--- src/rtl/rgb2hsv_pkg.sv ---
// shared types, constants and helpers for the rgb to hsv pixel converter
// no dependencies; imported by every module of the block
package rgb2hsv_pkg;

   localparam int PIX_W = 8;

   // divider: two quotient bits per stage, eight quotient bits in total
   localparam int DIV_STEPS_PER_STAGE = 2;
   localparam int DIV_STAGES = PIX_W / DIV_STEPS_PER_STAGE;

   // sort, scale, divider stages, output register
   localparam int PIPE_STAGES = 2 + DIV_STAGES + 1;

   localparam logic [1:0] SECTOR_RED   = 2'd0;
   localparam logic [1:0] SECTOR_GREEN = 2'd1;
   localparam logic [1:0] SECTOR_BLUE  = 2'd2;

   localparam logic [PIX_W-1:0] BASE_RED   = 8'd0;
   localparam logic [PIX_W-1:0] BASE_GREEN = 8'd85;
   localparam logic [PIX_W-1:0] BASE_BLUE  = 8'd171;

   localparam logic [5:0] HUE_SCALE = 6'd43;

   typedef struct packed {
      logic [PIX_W-1:0] red;
      logic [PIX_W-1:0] green;
      logic [PIX_W-1:0] blue;
   } req_type;

   typedef struct packed {
      logic [PIX_W-1:0] hue;
      logic [PIX_W-1:0] saturation;
      logic [PIX_W-1:0] brightness;
   } rsp_type;

   // restoring divider lane: partial remainder, numerator bits still to
   // bring down, divisor and quotient collected so far
   typedef struct packed {
      logic [PIX_W-1:0] rem;
      logic [PIX_W-1:0] low;
      logic [PIX_W-1:0] den;
      logic [PIX_W-1:0] quot;
   } div_lane_type;

   // what travels beside the divider lanes
   typedef struct packed {
      logic [1:0]       sector;
      logic             neg;
      logic [PIX_W-1:0] brightness;
   } side_type;

   function automatic logic [PIX_W-1:0] hue_base(input logic [1:0] sector);
      logic [PIX_W-1:0] base;
      unique case (sector)
         SECTOR_RED:   base = BASE_RED;
         SECTOR_GREEN: base = BASE_GREEN;
         SECTOR_BLUE:  base = BASE_BLUE;
         default:      base = BASE_RED;
      endcase
      return base;
   endfunction

endpackage

--- src/rtl/rgb_to_hsv_8bit.sv ---
// top level of the 8-bit rgb to hsv pixel converter
// uses rgb2hsv_pkg, rgb2hsv_front and rgb2hsv_div_stage
//
//   channel   direction   handshake             payload
//   request   in          req_valid/req_stall   req_data  (red, green, blue)
//   response  out         rsp_valid/rsp_stall   rsp_data  (hue, saturation, brightness)
//
// seven register stages: sort, scale, four divider stages, output register
// one pixel per clock sustained while rsp_stall stays low
// the two restoring dividers, two quotient bits a stage, set the depth
// reset clears the stage valid bits only
// a stalled response lets bubbles close up; req_stall rises once every stage is full and rsp_stall is high
module rgb_to_hsv_8bit (
   input  logic                  clock,
   input  logic                  reset,
   input  logic                  req_valid,
   output logic                  req_stall,
   input  rgb2hsv_pkg::req_type  req_data,
   output logic                  rsp_valid,
   input  logic                  rsp_stall,
   output rgb2hsv_pkg::rsp_type  rsp_data
);
   import rgb2hsv_pkg::*;

   logic [PIPE_STAGES-1:0] valid_ff;
   logic [PIPE_STAGES-1:0] en;

   div_lane_type sat_lane [DIV_STAGES+1];
   div_lane_type hue_lane [DIV_STAGES+1];
   side_type     side     [DIV_STAGES+1];
   side_type     side_ff  [DIV_STAGES];

   rsp_type          rsp_in, rsp_ff;
   logic [PIX_W-1:0] sat_final;
   logic [PIX_W-1:0] base;
   logic [PIX_W-1:0] hue_off;

   // a stage takes new data when empty or when its contents move on
   always_comb begin
      en[PIPE_STAGES-1] = !valid_ff[PIPE_STAGES-1] || !rsp_stall;
      for (int k = PIPE_STAGES - 2; k >= 0; k--) begin
         en[k] = !valid_ff[k] || en[k+1];
      end
   end

   assign req_stall = !en[0];

   always_ff @(posedge clock) begin
      if (reset) begin
         valid_ff <= '0;
      end else begin
         if (en[0]) begin
            valid_ff[0] <= req_valid;
         end
         for (int k = 1; k < PIPE_STAGES; k++) begin
            if (en[k]) begin
               valid_ff[k] <= valid_ff[k-1];
            end
         end
      end
   end

   rgb2hsv_front u_front (
      .clock    (clock),
      .en_sort  (en[0]),
      .en_scale (en[1]),
      .req_data (req_data),
      .sat_lane (sat_lane[0]),
      .hue_lane (hue_lane[0]),
      .side     (side[0])
   );

   for (genvar k = 0; k < DIV_STAGES; k++) begin : g_div
      rgb2hsv_div_stage u_sat_div (
         .clock    (clock),
         .en       (en[k+2]),
         .lane_in  (sat_lane[k]),
         .lane_out (sat_lane[k+1])
      );

      rgb2hsv_div_stage u_hue_div (
         .clock    (clock),
         .en       (en[k+2]),
         .lane_in  (hue_lane[k]),
         .lane_out (hue_lane[k+1])
      );

      always_ff @(posedge clock) begin
         if (en[k+2]) begin
            side_ff[k] <= side[k];
         end
      end

      assign side[k+1] = side_ff[k];
   end

   // black pixel forces zero saturation; grey forces zero hue
   always_comb begin
      sat_final = (side[DIV_STAGES].brightness == '0) ? '0 : sat_lane[DIV_STAGES].quot;
      base      = hue_base(side[DIV_STAGES].sector);
      hue_off   = hue_lane[DIV_STAGES].quot;
      rsp_in.brightness = side[DIV_STAGES].brightness;
      rsp_in.saturation = sat_final;
      if (sat_final == '0) begin
         rsp_in.hue = '0;
      end else if (side[DIV_STAGES].neg) begin
         rsp_in.hue = base - hue_off;
      end else begin
         rsp_in.hue = base + hue_off;
      end
   end

   always_ff @(posedge clock) begin
      if (en[PIPE_STAGES-1]) begin
         rsp_ff <= rsp_in;
      end
   end

   assign rsp_valid = valid_ff[PIPE_STAGES-1];
   assign rsp_data  = rsp_ff;

   a_black_pixel : assert property (@(posedge clock) disable iff (reset)
      rsp_valid && rsp_data.brightness == '0 |->
         rsp_data.saturation == '0 && rsp_data.hue == '0)
      else $error("black pixel with non-zero hue or saturation");

   a_grey_pixel : assert property (@(posedge clock) disable iff (reset)
      rsp_valid && rsp_data.saturation == '0 |-> rsp_data.hue == '0)
      else $error("grey pixel with non-zero hue");

   a_stall_full : assert property (@(posedge clock) disable iff (reset)
      req_stall |-> valid_ff == '1)
      else $error("request stalled while a stage is empty");

   a_no_phantom : assert property (@(posedge clock) disable iff (reset)
      en[0] && !req_valid |=> !valid_ff[0])
      else $error("first stage filled without a request");

endmodule

--- src/rtl/rgb2hsv_front.sv ---
// front end: channel sort, hue sector and difference, then numerator scaling
// two register stages; uses rgb2hsv_pkg
module rgb2hsv_front (
   input  logic                       clock,
   input  logic                       en_sort,
   input  logic                       en_scale,
   input  rgb2hsv_pkg::req_type       req_data,
   output rgb2hsv_pkg::div_lane_type  sat_lane,
   output rgb2hsv_pkg::div_lane_type  hue_lane,
   output rgb2hsv_pkg::side_type      side
);
   import rgb2hsv_pkg::*;

   logic [PIX_W-1:0] hi_in, lo_in, chroma_in, mag_in;
   logic [1:0]       sector_in;
   logic [PIX_W:0]   diff;

   logic [PIX_W-1:0] hi_ff, chroma_ff, mag_ff;
   logic [1:0]       sector_ff;
   logic             neg_ff;

   logic [2*PIX_W-1:0] sat_num, hue_num;
   div_lane_type       sat_lane_in, hue_lane_in, sat_lane_ff, hue_lane_ff;
   side_type           side_in, side_ff;

   // stage 1: max, min and the signed difference of the other two channels
   always_comb begin
      hi_in = (req_data.red > req_data.green) ? req_data.red : req_data.green;
      hi_in = (hi_in > req_data.blue) ? hi_in : req_data.blue;
      lo_in = (req_data.red < req_data.green) ? req_data.red : req_data.green;
      lo_in = (lo_in < req_data.blue) ? lo_in : req_data.blue;
      chroma_in = hi_in - lo_in;
      if (hi_in == req_data.red) begin
         sector_in = SECTOR_RED;
         diff = {1'b0, req_data.green} - {1'b0, req_data.blue};
      end else if (hi_in == req_data.green) begin
         sector_in = SECTOR_GREEN;
         diff = {1'b0, req_data.blue} - {1'b0, req_data.red};
      end else begin
         sector_in = SECTOR_BLUE;
         diff = {1'b0, req_data.red} - {1'b0, req_data.green};
      end
      // magnitude never exceeds 255, so the low byte holds it
      mag_in = diff[PIX_W] ? (~diff[PIX_W-1:0] + {{(PIX_W-1){1'b0}}, 1'b1})
                           : diff[PIX_W-1:0];
   end

   always_ff @(posedge clock) begin
      if (en_sort) begin
         hi_ff     <= hi_in;
         chroma_ff <= chroma_in;
         mag_ff    <= mag_in;
         sector_ff <= sector_in;
         neg_ff    <= diff[PIX_W];
      end
   end

   // stage 2: numerators 255*chroma and 43*|diff|
   always_comb begin
      sat_num = {chroma_ff, {PIX_W{1'b0}}} - {{PIX_W{1'b0}}, chroma_ff};
      hue_num = {{PIX_W{1'b0}}, mag_ff} * {{(2*PIX_W-6){1'b0}}, HUE_SCALE};

      sat_lane_in.rem  = sat_num[2*PIX_W-1:PIX_W];
      sat_lane_in.low  = sat_num[PIX_W-1:0];
      sat_lane_in.den  = hi_ff;
      sat_lane_in.quot = '0;

      hue_lane_in.rem  = hue_num[2*PIX_W-1:PIX_W];
      hue_lane_in.low  = hue_num[PIX_W-1:0];
      hue_lane_in.den  = chroma_ff;
      hue_lane_in.quot = '0;

      side_in.sector     = sector_ff;
      side_in.neg        = neg_ff;
      side_in.brightness = hi_ff;
   end

   always_ff @(posedge clock) begin
      if (en_scale) begin
         sat_lane_ff <= sat_lane_in;
         hue_lane_ff <= hue_lane_in;
         side_ff     <= side_in;
      end
   end

   assign sat_lane = sat_lane_ff;
   assign hue_lane = hue_lane_ff;
   assign side     = side_ff;

endmodule

--- src/rtl/rgb2hsv_div_stage.sv ---
// one registered stage of the restoring divider, two quotient bits per stage
// uses rgb2hsv_pkg
module rgb2hsv_div_stage (
   input  logic                       clock,
   input  logic                       en,
   input  rgb2hsv_pkg::div_lane_type  lane_in,
   output rgb2hsv_pkg::div_lane_type  lane_out
);
   import rgb2hsv_pkg::*;

   div_lane_type lane_in_next;
   div_lane_type lane_ff;

   always_comb begin
      logic [PIX_W:0] trial;
      lane_in_next = lane_in;
      for (int i = 0; i < DIV_STEPS_PER_STAGE; i++) begin
         trial = {lane_in_next.rem, lane_in_next.low[PIX_W-1]};
         lane_in_next.low = {lane_in_next.low[PIX_W-2:0], 1'b0};
         if (trial >= {1'b0, lane_in_next.den}) begin
            trial = trial - {1'b0, lane_in_next.den};
            lane_in_next.rem  = trial[PIX_W-1:0];
            lane_in_next.quot = {lane_in_next.quot[PIX_W-2:0], 1'b1};
         end else begin
            lane_in_next.rem  = trial[PIX_W-1:0];
            lane_in_next.quot = {lane_in_next.quot[PIX_W-2:0], 1'b0};
         end
      end
   end

   always_ff @(posedge clock) begin
      if (en) begin
         lane_ff <= lane_in_next;
      end
   end

   assign lane_out = lane_ff;

endmodule

--- config.mk ---
export PLATFORM = sky130hd
export DESIGN_NAME = rgb_to_hsv_8bit
export DESIGN_NICKNAME = d
export VERILOG_FILES = /design/src/rtl/rgb2hsv_pkg.sv /design/src/rtl/rgb_to_hsv_8bit.sv /design/src/rtl/rgb2hsv_front.sv /design/src/rtl/rgb2hsv_div_stage.sv
export SDC_FILE = /design/constraint.sdc
export NUM_CORES = 1
export LEC_CHECK = 0
export ABC_AREA = 1
export BUFFER_PORTS_ARGS = -buffer_cell sky130_fd_sc_hd__clkbuf_2
export CAP_MARGIN = 5
export CORE_MARGIN = 4
export CORE_UTILIZATION = 31
export CTS_BUF_LIST = sky130_fd_sc_hd__clkbuf_4 sky130_fd_sc_hd__clkbuf_8 sky130_fd_sc_hd__clkbuf_16
export CTS_CLUSTER_SIZE = 25
export DETAILED_ROUTE_END_ITERATION = 8
export PLACE_DENSITY = 0.43
export RECOVER_POWER = 100
export SETUP_SLACK_MARGIN = 0.02
export SLEW_MARGIN = 20
export SYNTH_ARGS = -nofsm -noshare
export SYNTH_HDL_FRONTEND = slang
export SYNTH_SLANG_ARGS = --single-unit
--- constraint.sdc ---
create_clock -name clock -period 25.3 [get_ports clock]
set_input_delay 5.06 -clock clock [delete_from_list [all_inputs] [get_ports clock]]
set_output_delay 5.06 -clock clock [all_outputs]
set_load 0.1 [all_outputs]
* Yosys cells after proc, flatten, opt, wreduce, memory -nomap -nowiden *
Memory sizes are Yosys's and may differ from the RTL's.
Cells that the tools add are included.

word-level totals
  register bits after elaboration = 267
  memory bits (writable) = 44
  input port bits = 28
  output and inout bits = 26
  logic and storage cells = 165
  memories = 1

operators by class
  add/subtract/negate cells = 22
  multipliers = 1
  magnitude comparators = 20
  equal/unequal tests = 4
  muxes and demuxes = 49
  bitwise operators = 1
  reductions and logical operators = 18

memory list
  memory   depth  width  rd ports  clocked after memory_dff  wr ports  RTL line               source
  side_ff  4      11     4         0                         4         rgb_to_hsv_8bit.sv:31  side_type side_ff [DIV_STAGES];

operators with widths
  kind                                                                   count
  8-bit two-way mux                                                      21
  9-bit by 8-bit greater-or-equal comparator with 1-bit output           15
  8-bit subtractor                                                       15
  8-bit by 8-bit subtractor with 9-bit output                            3
  1-bit two-way mux                                                      24
  9-bit two-way mux                                                      2
  8-bit equality test                                                    2
  8-bit greater-than comparator                                          2
  8-bit zero test                                                        2
  8-bit less-than comparator                                             2
  8-bit one-hot mux with 2 select lines                                  1
  16-bit by 8-bit subtractor with 16-bit output                          1
  8-bit by 6-bit multiplier with 14-bit output, second input constant    1
  1-bit zero test                                                        9
  8-bit by 1-bit adder with 8-bit output, second input constant          1
  8-bit adder                                                            1
  7-bit by 8-bit greater-or-equal comparator with 1-bit output           1
  8-bit NOT                                                              1
  7-bit by 8-bit subtractor with 8-bit output                            1
  1-bit logical OR                                                       7
  2-bit by 1-bit equality test with 1-bit output, second input constant  1
  2-bit equality test, second input constant                             1
  2-bit two-way mux                                                      1

* Longest topological paths before layout *
Gate-level depths: netlist of run 1.

  word-level depth = 10
  gate-level depth with buffers = 39
  depth with buffers taken out = 37

* Cells and area by module *
Synthesis of run 1 repeated with hierarchy kept, for this count alone.

unflattened totals
  cell total of the unflattened synthesis = 2747
  area, all modules = 25533.2 um^2

by module, submodules not included
  module                                      instances  cells each  area an instance (um^2)  sequential area each (um^2)
  rgb2hsv_div_stage (g_div[0].u_hue_div ...)  5          216         1993.2                   900.9
  rgb2hsv_front                               1          759         6493.7                   2252.2
  rgb2hsv_div_stage (g_div[1].u_sat_div ...)  3          221         2010.7                   900.9
  rgb_to_hsv_8bit                             1          245         3041.7                   2182.1

* Least setup slack after synthesis of run 1 *
Ideal clock, no wire load.

  path kind = input port to output port
  from = input port rsp_stall
  to = output port req_stall
  arrival = 11.635 ns
  required time = 20.240 ns
  setup slack = 8.605 ns
  cell stages on the path = 12
  buffers on the path = 0
  cell sequence = nand2_1 > nor2_1 > inv_1 > nor2_1 > inv_1 > nor2_1 > inv_1 > nor2_1 > inv_1 > nor2_1 > inv_1 > nor2_1

on the way
  longest elaborated chain between the ends = 9

RTL lines
  item              RTL line               source
  from (decl)       rgb_to_hsv_8bit.sv:20  input logic rsp_stall,
  1-bit zero test   rgb_to_hsv_8bit.sv:40  en[PIPE_STAGES-1] = !valid_ff[PIPE_STAGES-1] || !rsp_stall;
  1-bit logical OR  rgb_to_hsv_8bit.sv:40
  1-bit logical OR  rgb_to_hsv_8bit.sv:42  en[k] = !valid_ff[k] || en[k+1];
  via en[5]         rgb_to_hsv_8bit.sv:26  logic [PIPE_STAGES-1:0] en;
  1-bit logical OR  rgb_to_hsv_8bit.sv:42
  via en[4]         rgb_to_hsv_8bit.sv:26
  1-bit logical OR  rgb_to_hsv_8bit.sv:42
  via en[3]         rgb_to_hsv_8bit.sv:26
  1-bit logical OR  rgb_to_hsv_8bit.sv:42
  via en[2]         rgb_to_hsv_8bit.sv:26
  1-bit logical OR  rgb_to_hsv_8bit.sv:42
  via en[1]         rgb_to_hsv_8bit.sv:26
  1-bit logical OR  rgb_to_hsv_8bit.sv:42
  1-bit zero test   rgb_to_hsv_8bit.sv:46  assign req_stall = !en[0];
  to (decl)         rgb_to_hsv_8bit.sv:17  output logic req_stall,

The timed path passes the listed nets, and every way through them passes these cells.

* Final worst setup path of run 1 *
  from = input port rsp_stall
  to = output port req_stall

on the way
  longest elaborated chain between the ends = 9

RTL lines
  item              RTL line
  1-bit zero test   rgb_to_hsv_8bit.sv:40
  1-bit logical OR  rgb_to_hsv_8bit.sv:40
  via en[6]         rgb_to_hsv_8bit.sv:26
  1-bit logical OR  rgb_to_hsv_8bit.sv:42
  via en[5]         rgb_to_hsv_8bit.sv:26
  1-bit logical OR  rgb_to_hsv_8bit.sv:42
  via en[4]         rgb_to_hsv_8bit.sv:26
  1-bit logical OR  rgb_to_hsv_8bit.sv:42
  via en[3]         rgb_to_hsv_8bit.sv:26
  1-bit logical OR  rgb_to_hsv_8bit.sv:42
  via en[2]         rgb_to_hsv_8bit.sv:26
  1-bit logical OR  rgb_to_hsv_8bit.sv:42
  via en[1]         rgb_to_hsv_8bit.sv:26
  1-bit logical OR  rgb_to_hsv_8bit.sv:42
  1-bit zero test   rgb_to_hsv_8bit.sv:46

The timed path passes the listed nets, and every way through them passes these cells.

==> results of run 1 <==
-- metrics by stage --
step	cells	utilization [%]	setup WS, ns	area [µm²]	hold slack, ns
floorplan	2009	-	8.61	18900	0.400
CTS	2881	34.9	9.58	21100	0.419
global placement	2825	33.2	9.60	20000	0.404
finish	2881	34.7	6.46	21000	0.414
global route	2881	34.7	5.25	21000	0.426
detailed placement	2825	33.2	9.60	20000	0.405
-- cell families (layout without fill, tap and decap cells) --
kind of cell / Yosys count / after routing / share of synthesized area [%]
fa+ha+maj: 248 / 248 / 17.5
simple gates: 648 / 648 / 15.1
compound gates: 340 / 340 / 9.90
buf+inv: 379 / 469 / 7.68
xor+xnor: 108 / 108 / 5.01
flops: 283 / 283 / 44.6
mux: 3 / 3 / 0.179
-- area by class of cell --
cell class | instances | area [µm²]
Fill cell | 6161 | 39400
Multi-Input combinational cell | 1347 | 8960
Sequential cell | 283 | 8430
Inverter | 356 | 1340
Tap cell | 782 | 978
Clock buffer | 40 | 856
Timing Repair Buffer | 57 | 250
Clock inverter | 16 | 160
-- sequential cells by signal, indices dropped and copies added, names as in the netlist --
signal,cells
valid_ff,7
rsp_data,24
u_front.hi_ff,8
g_div.u_hue_div.lane_out,80
u_front.hue_lane,22
u_front.mag_ff,8
g_div.u_sat_div.lane_out,74
side_ff,23
u_front.sat_lane,23
u_front.sector_ff,2
u_front.chroma_ff,8
u_front.neg_ff,1
u_front.side,3
-- how the worst min path moves through the flow --
stage	slack, ns	endpoint	startpoint
finish	0.41	side_ff[3][9]$_DFFE_PP_	side_ff[2][9]$_DFFE_PP_
global route	0.43	g_div[3].u_sat_div.lane_out[6]$_DFFE_PP_	g_div[2].u_sat_div.lane_out[4]$_DFFE_PP_
CTS	0.42	g_div[2].u_sat_div.lane_out[5]$_DFFE_PP_	g_div[1].u_sat_div.lane_out[3]$_DFFE_PP_
detailed placement	0.40	g_div[3].u_sat_div.lane_out[5]$_DFFE_PP_	g_div[2].u_sat_div.lane_out[3]$_DFFE_PP_
global placement	0.40	g_div[0].u_hue_div.lane_out[23]$_DFFE_PP_	u_front.hue_lane[21]$_DFFE_PP_
floorplan	0.40	g_div[0].u_hue_div.lane_out[18]$_DFFE_PP_	u_front.hue_lane[16]$_DFFE_PP_
-- Yosys cell counts, types with 3 or more instances --
cell type,number
a211oi_1,5
a21boi_0,4
a21o_1,5
a21oi_1,135
a31oi_1,8
and2_1,5
buf_2,5
clkbuf_1,14
dfxtp_1,7
edfxtp_1,276
fa_1,28
ha_1,220
inv_1,347
inv_2,9
mux2_2,3
nand2_1,329
nand2_2,21
nand3_1,71
nand3_2,7
nand3b_1,9
nand4_1,11
nor2_1,139
nor2_2,10
nor3_1,21
nor3b_1,4
nor4_1,8
o211ai_1,3
o21a_1,6
o21ai_0,131
o21ai_1,11
o21bai_1,9
o31ai_1,12
or2_2,8
xnor2_1,44
xor2_1,64
-- layer usage --
metal  routed length [µm]  up-vias  track usage (%)
li1                     -     6885                -
met1                18100     5941             15.6
met2                19800      185             22.5
met3                 1460       58             1.69
met4                 1010        0             3.46
met5                    0        -                0
==> metrics.md, run 1 <==
| Metric | Value |
|---|---|
| Status | `finished, violations left` |
| Violated checks | `max-capacitance violations, max-slew violations` |
| Max stage delay on crit path | `1.92 ns` |
| Critical Path RT | `20.24 ns` |
| Sink Count | `283` |
| Synth Flop Type | `edfxtp_1` |
| Nets@finish | `between 2,000 and 2,500` |
| CP Cell Sequence | `clkbuf_2 -> nand2_1 -> nor2_1 -> inv_1 -> clkbuf_1 -> nor2_1 -> clkinv_1 -> clkbuf_1 -> nor2_1 -> inv_1 -> nor2_1 -> inv_1 -> nor2_1 -> clkinv_2 -> nor2_1 -> clkbuf_1` |
| Core box area | `60,400 µm²` |
| Routed vias | `13,100` |
| I/O Pins | `54` |
| Dominant cells by area after synthesis | `edfxtp_1 (44%), ha_1 (15%), inv_1 (6.9%)` |
| CTS Hold Bufs | `0` |
| GRT Util Overall | `about 12%` |
| FF-to-FF setup slack | `15.72 ns` |
| Commonest non-fill, non-tap cell in the layout | `inv_1` |
| Setup Crit Path Kind | `input port to output port` |
| Avg Synthesized Cell Area | `9.40 µm²` |
| Post-route clock period utilization | `74.5%` |
| Layout cells sized above 1 | `under 10%` |
| DP HPWL | `~33 mm` |
| Initial core utilization | `a little under a third` |
| DRC | `0` |
| Slew HR | `-80.6%` |
| CTS tree | `built` |
| Pins Over Slew Limit | `189` |
| GRT overflow | `0` |
| Die extent in x | `between 200 and 300 µm` |
| Num CTS Buffers | `31` |
| Most used cell along the critical path | `nor2_1` |
| H-Tree Depth | `1` |
| Hold Path Cell Cnt | `0` |
| First-pass GRT wire length | `66.1 mm` |
| Post-synth ARST share | `0%` |
| Number of synthesized flops with an enable pin | `276` |
| Setup crit end | `req_stall` |
| Largest net degree at the start of global routing | `53` |
| GPL Wtd Cong | `0.859` |
| Cells after Synth | `roughly 2,000` |
| Clock tree buffer depth | `3` |
| R2r endpoint | `u_front.hi_ff[4]$_DFFE_PN_` |
| PortBufs | `53` |
| Max Freq | `53.1 MHz` |
| DR iter-0 viols | `524` |
| R2R Path Start | `valid_ff[6]$_SDFFE_PP0P_` |
| Post-synthesis register bit count | `about 280` |
| Largest delay contributor family on the critical path | `buffers and inverters` |
| Post-Route WL | `40.4 mm` |
| Setup Buffers After CTS | `0` |
| Number of global-route vias before repair | `13,000` |
| Yosys warns | `0` |
| Largest fanout on the critical path | `52` |
| Initial antenna violation count | `0` |
| Cell variety after synth | `49` |
| Final TNS setup | `0 ns` |
| Worst skew pair latency | `around 0.56 ns` |
| CP endpoint kind | `output port` |
| Die H | `about 250 µm` |
| Arr. time, crit path | `13.78 ns` |
| ANT cells | `0` |
| Synthesized net count | `2,285` |
| Sequential share of the synthesized area | `approximately 45%` |
| Area leader, netlist | `edfxtp_1` |
| Clock Skew | `0.0110 ns` |
| Rows | `90` |
| WP depth | `16` |
| Setup Viol. Count Final | `0` |
| Fin crit period | `18.84 ns` |
| Detailed Routing Iterations Pass 1 | `5` |
| R2R cell count | `15` |
| Antenna-violating nets left | `0` |
| Post-cts gate resize count | `0` |
| CP startpoint | `rsp_stall` |
| Yosys top cell area share | `43.9%` |
| CP Launch Type | `input port` |
| Maxcap violations | `4` |
| Buf/Inv on CP | `9` |
| Root buf cell | `clkbuf_16` |
| Clock Pin Slew Worst Setup and Hold Paths | `0.06 ns` |
| Area delta synth->final | `11.0%` |
| Worst slew pin tran | `2.71 ns` |
| RSZ-0062 raised after global routing | `no` |
| Via/cell ratio | `4.54` |
| Most frequent cells in the layout | `inv_1 (350), nand2_1 (336), edfxtp_1 (276)` |
| Slowest cell on the critical path | `clkbuf_1` |
| Routed len/inst | `around 14 µm` |
| Min-Delay Path Class | `flip-flop to flip-flop` |
| Final hold vios | `0` |
| Cell area after synthesis | `18,900 µm²` |
| Die Area | `64,900 µm²` |
Power of run 1 is not shown: default switching activity piles up to over one toggle a cycle in this logic, so the estimate is an artifact.
==> run 2: changes to the inputs <==
clock period = 19.25 ns   (was 25.3 ns; I/O delays follow)
==> run 2 against run 1 <==
The flow still finishes with violations (max-capacitance violations, max-slew violations). Critical path depth down 2. Setup slack worse by 1.8 ns. Global-route usage about the same. Flip-flop and latch count unchanged. Wire length down 0.60%. Register-to-register slack worse by 3.8 ns. Via count up 0.54%. First-iteration DRC count down 32%. Core utilization up 0.087 points. Cell area up 0.25%. Critical endpoint unchanged.
==> metrics.md, run 2 (synthesis results as in run 1) <==
| Metric | Value |
|---|---|
| Status | `finished, violations left` |
| Violated checks | `max-capacitance violations, max-slew violations` |
| Setup Crit Path Kind | `input port to output port` |
| Setup Buffers After CTS | `0` |
| CP endpoint kind | `output port` |
| DRC | `0` |
| GRT overflow | `0` |
| Post-route clock period utilization | `75.9%` |
| Fin crit period | `14.62 ns` |
| Final hold vios | `0` |
| Most frequent cells in the layout | `inv_1 (349), nand2_1 (336), edfxtp_1 (276)` |
| Die Area | `64,900 µm²` |
| I/O Pins | `54` |
| Pins Over Slew Limit | `158` |
| Slowest cell on the critical path | `clkinvlp_2` |
| Routing usage on met2 | `roughly 22%` |
| Most used cell along the critical path | `nor2_1` |
| Min-Delay Path Class | `flip-flop to flip-flop` |
| Routed vias | `13,100` |
| Maxcap violations | `4` |
| Buf/Inv on CP | `7` |
| Core box area | `between 60,000 and 70,000 µm²` |
| Number of global-route vias before repair | `13,000` |
| Worst skew pair latency | `0.56 ns` |
| ANT cells | `0` |
| Num CTS Buffers | `31` |
| Critical Path RT | `15.40 ns` |
| Setup Viol. Count Final | `0` |
| Via/cell ratio | `4.56` |
| M1 GR Usage | `15.9%` |
| Met3 usage | `under 10%` |
| CP Launch Type | `input port` |
| GPL Wtd Cong | `0.846` |
| CTS tree | `built` |
| Commonest non-fill, non-tap cell in the layout | `inv_1` |
| DR iter-0 viols | `357` |
| H-Tree Depth | `1` |
| Antenna-violating nets left | `0` |
| Max Freq | `68.4 MHz` |
| Worst slew pin tran | `around 2.7 ns` |
| DP HPWL | `~33 mm` |
| CTS Hold Bufs | `0` |
| Root buf cell | `clkbuf_16` |
| Detailed Routing Iterations Pass 1 | `4` |
| Clock tree buffer depth | `3` |
| CP Cell Sequence | `clkbuf_2 -> nand2_1 -> nor2_1 -> inv_1 -> nor2_1 -> clkinv_1 -> nor2_1 -> clkinvlp_2 -> nor2_1 -> inv_1 -> nor2_1 -> clkinv_2 -> nor2_1 -> clkbuf_1` |
| Slew HR | `-82.8%` |
| GRT Util Overall | `around an eighth` |
| Initial core utilization | `31.3%` |
| Max reg flops | `80` |
| Die H | `255 µm` |
| Routed len/inst | `between 10 and 15 µm` |
| Busiest grt layer | `met2` |
| PortBufs | `53` |
| Max stage delay on crit path | `1.61 ns` |
| Largest fanout on the critical path | `52` |
| Post-cts gate resize count | `0` |
| Clock Pin Slew Worst Setup and Hold Paths | `0.05 ns` |
| Rows | `90` |
| Final TNS setup | `0 ns` |
| Initial antenna violation count | `0` |
| Arr. time, crit path | `10.77 ns` |
| Largest delay contributor family on the critical path | `buffers and inverters` |
| Layout cells sized above 1 | `5.90%` |
| RSZ-0062 raised after global routing | `no` |
| Sink Count | `about 280` |
| Nets@finish | `2,352` |
| Area delta synth->final | `11.3%` |
| Post-Route WL | `40.1 mm` |
| Largest net degree at the start of global routing | `53` |
| Die extent in x | `255 µm` |
| Clock Skew | `roughly 0.0084 ns` |
| First-pass GRT wire length | `roughly 66 mm` |
-- run 2: cell types whose count changed in the layout (fill, tap and decap cells not counted), sizes merged --
| cell | before | now |
|---|---|---|
| buf | 1 | 0 |
| bufinv | 3 | 6 |
| clkbuf | 96 | 94 |
| clkinv | 11 | 14 |
| clkinvlp | 3 | 1 |
-- run 2: per-stage QoR --
step	hold WS (ns)	worst slack (ns)	util, %	instances	cell area, µm²
6_report	0.417	4.63	34.8	2882	21000
5_1_grt	0.423	3.68	34.8	2882	21000
4_1_cts	0.417	6.90	35.0	2882	21100
3_5_place_dp	0.405	6.92	33.2	2825	20000
3_3_place_gp	0.403	6.95	33.2	2825	20000
2_1_floorplan	0.400	4.98	-	2009	18900
-- run 2: worst reg2reg max path, cell delays in order (launching register included) --
cell and delay, ns:
dfxtp_1 0.36, nand2_1 0.60, nor2_1 0.28, inv_1 0.08
nor2_1 0.10, clkinv_1 0.08, nor2_1 0.12, clkinvlp_2 1.61
nor2_1 0.50, inv_1 0.85, nor2_1 0.39, clkinv_2 0.73
nor2_1 0.60, inv_1 0.56
-- run 2: layout make-up --
cell class	instances	area (µm²)
Fill cell	6178	39300
Timing Repair Buffer	57	246
Multi-Input combinational cell	1347	8960
Clock buffer	37	821
Tap cell	782	978
Clock inverter	20	249
Sequential cell	283	8430
Inverter	356	1340
-- run 2: metal layers --
| metal | share of wire [%] | wire length [µm] |
|---|---|---|
| met4 | 2.4 | 974 |
| met2 | 49 | 19600 |
| met3 | 3.3 | 1330 |
| met1 | 45 | 18300 |
| met5 | 0 | 0 |
-- run 2: worst paths after layout --
| kind | start | end | slack [ns] | cells past startpoint |
|---|---|---|---|---|
| max | rsp_stall | req_stall | 4.63 | 14 |
| min reg2reg | side_ff[2][9]$_DFFE_PP_ | side_ff[3][9]$_DFFE_PP_ | 0.42 | 0 |
| max reg2reg | valid_ff[6]$_SDFFE_PP0P_ | u_front.chroma_ff[4]$_DFFE_PN_ | 11.97 | 13 |
| min | side_ff[2][9]$_DFFE_PP_ | side_ff[3][9]$_DFFE_PP_ | 0.42 | 0 |
Power of run 2 is left out for the same reason.
==> run 3: changes to the inputs <==
PLACE_DENSITY = 0.45   (was 0.43)
clock period = 12.1 ns   (was 19.25 ns; I/O delays follow)
==> run 3 against run 2 <==
The run still ends with max-capacitance violations, max-slew violations left. Setup slack worse by 1.9 ns. Highest routed layer unchanged. Clock skew is 0.0022 ns higher. Critical path depth stayed put. Clock-buffer cell count is 2 higher.
==> metrics.md, run 3 (synthesis results as in run 1) <==
| Metric | Value |
|---|---|
| Non-Filler Instances | `roughly 2,900` |
| Sink Count | `283` |
| Rows | `90` |
| FF-to-FF setup slack | `between 5 and 6 ns` |
| I/O Pins | `54` |
| Num CTS Buffers | `31` |
| Fin util | `34.9%` |
| Clock tree buffer depth | `3` |
| Post-Route WL | `40.4 mm` |
| Routed vias | `13,200` |
| R2R Path Start | `valid_ff[6]$_SDFFE_PP0P_` |
| Worst skew pair latency | `~0.56 ns` |
| CTS tree | `built` |
| Largest fanout on the critical path | `between 50 and 60` |
| Die extent in x | `255 µm` |
| Largest net degree at the start of global routing | `53` |
| Worst slew pin tran | `approximately 2.8 ns` |
| Setup Crit Path Kind | `input port to output port` |
| Violated checks | `max-capacitance violations, max-slew violations` |
| Critical Path RT | `9.68 ns` |
| Routed len/inst | `14.0 µm` |
| Clock Skew | `0.0106 ns` |
| Root buf cell | `clkbuf_16` |
| Clock Pin Slew Worst Setup and Hold Paths | `0.06 ns` |
| PortBufs | `53` |
| Inst Count DP | `2,826` |
| Fin crit period | `9.38 ns` |
| Die Area | `64,900 µm²` |
| Post-cts gate resize count | `0` |
| R2r endpoint | `u_front.hue_lane[24]$_DFFE_PP_` |
| Min-Delay Path Class | `flip-flop to flip-flop` |
| Setup Viol. Count Final | `0` |
| First-pass GRT wire length | `66.2 mm` |
| Layout cells sized above 1 | `under 10%` |
| Max Freq | `107 MHz` |
| CP endpoint kind | `output port` |
| Number of global-route vias before repair | `13,100` |
| Final TNS setup | `0 ns` |
| Area delta synth->final | `11.4%` |
| Initial core utilization | `31.3%` |
| Detailed Routing Iterations Pass 1 | `5` |
| CP startpoint | `rsp_stall` |
| DR iter-0 viols | `539` |
| Maxcap violations | `4` |
| Post-route clock period utilization | `slightly below 80%` |
| Setup Buffers After CTS | `0` |
| Via/cell ratio | `~4.6` |
| Commonest non-fill, non-tap cell in the layout | `inv_1` |
| Slew HR | `-83.8%` |
| Pins Over Slew Limit | `184` |
| Nets@finish | `2,353` |
| RSZ-0062 raised after global routing | `no` |
| R2R cell count | `12` |
| DRC | `0` |
| Most frequent cells in the layout | `inv_1 (349), nand2_1 (336), edfxtp_1 (276)` |
| DP HPWL | `33.0 mm` |
| GPL Wtd Cong | `0.896` |
| Initial antenna violation count | `0` |
| Status | `finished, violations left` |
| CTS Hold Bufs | `0` |
| Final hold vios | `0` |
| GRT Util Overall | `12.5%` |
| Arr. time, crit path | `approximately 7.0 ns` |
| Max reg flops | `80` |
| Core box area | `60,400 µm²` |
| CP Launch Type | `input port` |
| Die H | `255 µm` |
| GRT overflow | `0` |
| H-Tree Depth | `1` |
| Antenna-violating nets left | `0` |
| ANT cells | `0` |
| Setup crit end | `req_stall` |
[run 3: cell count changes in the layout (fill, tap and decap cells not counted), sizes merged]
cell / change
clkbuf: +3
clkinv: -3
clkinvlp: +1
inv: -1
[run 3: through the flow]
stage	hold slack [ns]	setup slack [ns]	instance area, µm²
floorplan	0.400	0.685	18900
finish	0.410	2.72	21000
global route	0.421	2.08	21000
global placement	0.402	3.58	20100
CTS	0.417	3.56	21100
detailed placement	0.405	3.57	20100
[run 3: layout make-up]
cell class,instances,area (µm²)
clock buffer,39,842
inverter,356,1340
multi-input combinational,1347,8960
fill,6162,39300
timing repair buffer,58,250
clock inverter,17,239
sequential,283,8430
tap,782,978
[run 3: critical path: stages]
cell and delay, ns:
clkbuf_2 0.08, nand2_1 0.58, nor2_1 0.29, inv_1 0.08, nor2_1 0.10, clkinv_1 0.09
nor2_1 0.09, inv_1 0.76, nor2_1 0.37, inv_2 0.45, nor2_1 0.26, clkinv_1 0.11
nor2_1 0.36, clkbuf_1 0.91
[run 3: routing by layer]
layer  vias to the layer above  wire [µm]  global-route usage [%]
met5                         -          0                       0
met4                         0       1040                    3.66
met3                        61       1600                    1.68
met2                       218      19400                    21.9
met1                      6055      18300                    16.2
li1                       6897          -                       -
[run 3: how the worst min path moves through the flow]
stage,startpoint,to,depth (start not counted)
after floorplan,u_front.hue_lane[16]$_DFFE_PP_,g_div[0].u_hue_div.lane_out[18]$_DFFE_PP_,0
after global placement,g_div[2].u_sat_div.lane_out[3]$_DFFE_PP_,g_div[3].u_sat_div.lane_out[5]$_DFFE_PP_,0
after detailed placement,g_div[0].u_sat_div.lane_out[0]$_DFFE_PP_,g_div[1].u_sat_div.lane_out[2]$_DFFE_PP_,0
after CTS,g_div[2].u_hue_div.lane_out[4]$_DFFE_PP_,g_div[3].u_hue_div.lane_out[6]$_DFFE_PP_,0
after global routing,g_div[1].u_hue_div.lane_out[2]$_DFFE_PP_,g_div[2].u_hue_div.lane_out[4]$_DFFE_PP_,0
final,g_div[1].u_hue_div.lane_out[2]$_DFFE_PP_,g_div[2].u_hue_div.lane_out[4]$_DFFE_PP_,0
Power of run 3 is left out for the same reason.
